## src/hdl/ffba_alu.sv

```systemverilog
// ----------------------------------------------------------------------------
// ffba_alu - shared add/subtract and compare unit
// r = a + b (or a - b); le flags r <= c; neg flags a negative difference.
// ----------------------------------------------------------------------------
module ffba_alu #(
  parameter int VW = 16
) (
  input  logic [VW-1:0] a,
  input  logic [VW-1:0] b,
  input  logic [VW-1:0] c,
  input  logic          sub,
  output logic [VW-1:0] r,
  output logic          le,
  output logic          neg
);

  logic [VW-1:0] b_eff;

  assign b_eff = sub ? ~b : b;
  assign r     = a + b_eff + {{(VW-1){1'b0}}, sub};
  assign le    = (r <= c);
  // operands stay well below the top bit, so the MSB is the borrow
  assign neg   = r[VW-1];

endmodule

```

## config.mk

```make
export PLATFORM = sky130hd
export DESIGN_NAME = ffba_alu
export DESIGN_NICKNAME = d
export VERILOG_FILES = /design/src/hdl/ffba_alu.sv
export SDC_FILE = /design/constraint.sdc
export NUM_CORES = 1
export LEC_CHECK = 0
export BUFFER_PORTS_ARGS = -buffer_cell sky130_fd_sc_hd__buf_2
export CAP_MARGIN = 10
export CORE_ASPECT_RATIO = 1.1
export CORE_MARGIN = 8
export CORE_UTILIZATION = 48
export DETAILED_ROUTE_END_ITERATION = 8
export PLACE_DENSITY = 0.95
export SYNTH_ARGS = -nofsm -noshare
export SYNTH_HDL_FRONTEND = slang
export SYNTH_SLANG_ARGS = --single-unit
```

## constraint.sdc

```tcl
create_clock -name vclk -period 6
set_clock_uncertainty 0.15 [all_clocks]
set_input_delay 0.9 -clock vclk [all_inputs]
set_output_delay 0.9 -clock vclk [all_outputs]
set_load 0.005 [all_outputs]
```

After elaboration in Yosys (flattened, before gate mapping)

Cells that the tools add are included.

Add/sub/neg operators: 2
Magnitude comparators: 1
Mux-type cells: 1
Bitwise operators: 1

Operators with widths:

| operator       | number |
|---|---|
| $add 16x1->16  | 1 |
| $add 16x16->16 | 1 |
| $le 16x16->1   | 1 |
| $mux 16        | 1 |
| $not 16->16    | 1 |

Flip-flop bits (word level): 0
Input port bits: 49
Logic and storage cells: 5

Longest topological paths before layout

Depth after elaboration: 5
Mapped depth: 15
Gate-level depth less buffers: 14

Worst setup path before layout

Ideal clock, no wire load.

Kind: input port to output port
Start point: input port sub
End point: output port le
Arrival: 3805 ps
Required time: 4950 ps
Slack: 1145 ps
Stages on the path: 13
Path buffers: 2
Cells stage by stage: buf_4 buf_2 xor2_1 fa_1 a21o_1 a221oi_2 o31a_4 o21bai_2 xor2_1 ha_1 nand4_1 or4_1 o31ai_1

Cells in the longest elaborated chain, start to end: 4

RTL lines:

| item            | line | text |
|---|---|---|
| start, declared | 11   | `input logic sub,` |
| $mux 16         | 19   | `assign b_eff = sub ? ~b : b;` |
| $add 16x16->16  | 20   | `assign r = a + b_eff + {{(VW-1){1'b0}}, sub};` |
| $add 16x1->16 * | 20   |  |
| named net r[12] | 12   | `output logic [VW-1:0] r,` |
| $le 16x16->1 *  | 21   | `assign le = (r <= c);` |
| end, declared   | 13   | `output logic le,` |

The timed path passes the listed nets; every way through them passes the cells marked *.

Worst setup path after layout

Start point: input port sub
End point: output port le

Cells in the longest elaborated chain, start to end: 4

RTL lines:

| item            | line |
|---|---|
| $mux 16         | 19 |
| $add 16x16->16  | 20 |
| $add 16x1->16 * | 20 |
| $le 16x16->1 *  | 21 |

Every way passes the cells marked *; elsewhere a longest branch is shown, timed or not.

==> run summary <==
The part of the total power dissipated in combinational logic is 1.000. Setup violations remaining at the end of the flow were counted as 0. The register area share after synthesis is 0.

The floorplan step defined a die boundary enclosing between 4000 and 5000 um^2. The average wire per standard cell is ~13 um. The global-route usage over all layers is 0.1435.

The antenna diode count came out at 0. The analysis attributes to net switching a power of around 0.15 mW. The synthesis warning total is 0.

The pre-antenna-repair detailed-routing pass consisted of 4 iterations. The internal power contribution is 0.1322 mW. The routed design could run at a clock period as short as 5.221 ns.

STA classifies the critical path startpoint as an input port. The I/O pin count is between 60 and 70. The number of clock-tree buffers in the layout is 0. In the layout the commonest cells are buf_2 (67), ha_1 (30), xor2_1 (22), inv_1 (17), a21oi_1 (15). The initial utilization of the core area, before any placement, comes to 0.5018.

Measured on the finished design, the core utilization comes to 0.6421. The final hold violation count came out at 0. The worst hold path terminates at r[0]. The port buffer count is between 60 and 70.

The signed area change from the synthesized netlist to the final layout came out at 27.97%. In this run the power density over the cells is 176.1 nW/um^2. The DRC violation count after routing is 0.

The library cell used most frequently in the layout, excluding fill and tap cells, is buf_2. In this run the standard cell core region covers 2496 um^2. The sequential share of power is 0. For this run, the top clock speed supported by timing is approximately 190 MHz.

Of the total power, the share spent switching nets is 0.5316. The count of nets left with antenna violations after detail routing is 0. By instance count, the cell type seen most on the critical path is buf_2. The global-route wire length before repair came out at between 5 and 6 mm. The run finished with clean final reports. The path class of the tightest hold or removal check is in -> out. The share of layout cells above drive strength 1 is 0.3214. The aggregate negative setup slack came out at 0 ns. The startpoint of the lowest-slack hold path is a[0].

Traced cell by cell, the critical path runs through buf_2, mux2i_1, inv_1, fa_1, a21o_1, a221oi_2, o31a_4, o21bai_2, xor2_1, ha_1, nand4_1, or4_1, o31ai_1, buf_2. The cell count of the worst hold path is 3. The initialized floorplan defines 19 standard-cell rows. The synthesized netlist occupies a cell area of approximately 1300 um^2. The cell count after placement is 255.

The data arrival time at the worst-slack endpoint is 4.17 ns. The stage delay of the slowest cell on the critical path came out at roughly 0.53 ns. The cell count after synthesis is 161.

The x dimension of the die came out at around 65 um. The area taken by flip-flops and latches is 0 um^2. The worst setup path is captured at a primary output.

The number of gates resized after CTS is 0. The headroom to the max-slew limit came out at 0.7191. The fill cell total of the finished layout came out at roughly 240. The detailed placement HPWL is 3.159 mm. The number of nets in the synthesized netlist came out at around 240. The number of antenna violations at the first check in global routing came out at 0. The worst-case IR drop observed on VDD is about 100 uV.

The vertical extent of the die is approximately 70 um. The routed layout has 1,384 vias. The finished layout holds roughly 260 standard cells, fillers aside.

The leakage dissipation is ~0.89 nW. The via count of the first global-routing pass came out at around 1.3k. The number of different library cells used by synthesis comes to 38.

The count of hold-fix buffers inserted at cts is 0. The worst endpoint required time came out at roughly 5.0 ns. The pin count of the biggest net entering global routing is 17. Setup repair after global routing left no endpoint under its margin. The overall overflow remaining after global route came out at 0.

The post-CTS setup repair buffer count came out at 0. The share of total power in the clock network is 0. The max-capacitance violation count came out at 0. Of the available clock period, the critical path in the final layout requires 0.8701. The weighted congestion at the end of routability-driven global placement came out at between 0.8 and 0.9. The wire length after detailed routing is approximately 3.4 mm.

The mean cell area of the mapped netlist came out at between 7 and 8 um^2. The slowest stage of the critical path is the or4_1 cell. In this run the worst path has a maximum fanout of 16. For the pin with the worst max-slew slack, the measured transition is about 0.42 ns.

The critical path in this run is classified as in -> out. The total number of sequential cells is 0. The average via count per standard cell is 5.427.

The number of violations reported at the end of detailed-routing iteration 0 came out at 30. The net count reported at finish is about 300. Hold timing on the final database bottoms out at a slack of roughly 1.9 ns. Summing all multi-input logic gate instances after layout gives between 1000 and 1500 um^2. The final count of pins violating max slew came out at 0.
## layout make-up
class                      count  share of cell area
tap                           31             0.02420
inverter                      17             0.03981
timing repair buffer          67              0.2092
multi-input combinational    140              0.7268
## kinds of logic after synthesis
group / synth area share
buffers and inverters: 0.06992
AND/OR/NAND/NOR: 0.1279
XOR/XNOR: 0.2098
multiplexers: 0.007992
AO/OA/AOI/OAI: 0.2687
adder cells (fa/ha/maj): 0.3157
## worst max path at each step
stage / from / endpoint / slack [ns]
6_report: sub / le / 0.78
5_1_grt: sub / le / 0.58
4_1_cts: sub / le / 0.78
3_5_place_dp: sub / le / 0.78
3_3_place_gp: sub / le / 0.92
2_1_floorplan: sub / le / 1.14
## through the flow
step                      power [mW]  setup WS [ns]  instance area (um^2)
final                         0.2822         0.7791                  1603
after global placement        0.2722         0.9200                  1603
after floorplan               0.1891          1.145                  1252
after CTS                     0.2840         0.7837                  1603
after global routing          0.3162         0.5847                  1603
after detailed placement      0.2829         0.7812                  1603
## power groups by stage
stage	clock network [mW]	logic [mW]	registers [mW]
2_1_floorplan	0	0.189	0
3_3_place_gp	0	0.272	0
3_5_place_dp	0	0.283	0
4_1_cts	0	0.284	0
5_1_grt	0	0.316	0
6_report	0	0.282	0
## critical path: cells and delay by family
family | cells | cell delay, ns
buffers and inverters | 3 | 0.50
multiplexers | 1 | 0.30
XOR/XNOR | 1 | 0.16
AND/OR/NAND/NOR | 2 | 0.66
adder cells (fa/ha/maj) | 2 | 0.71
AO/OA/AOI/OAI | 5 | 0.93
## Yosys cell counts, drive strengths merged, types with 2 or more instances
cell type  number  area share
a211oi          4       0.024
o21a            2       0.012
nand4           7       0.035
ha             30        0.30
a21oi          15       0.060
inv            17       0.051
nor2            4       0.012
and3            2       0.010
o21ai           8       0.032
xnor2           8       0.056
o221ai          2       0.014
a21o            7       0.043
nor3            2      0.0080
nand2           8       0.024
xor2           22        0.15
nor2b           2       0.010
buf             3       0.016
## metal layers
| layer | up-vias | share of wire | global-route usage |
|---|---|---|---|
| li1 | 723 | - | - |
| met1 | 616 | 0.40 | 0.1647 |
| met2 | 39 | 0.53 | 0.2710 |
| met3 | 6 | 0.051 | 0.01939 |
| met4 | 0 | 0.016 | 0.02184 |
| met5 | - | 0 | 0 |
Power figures use the tool's default switching activity.
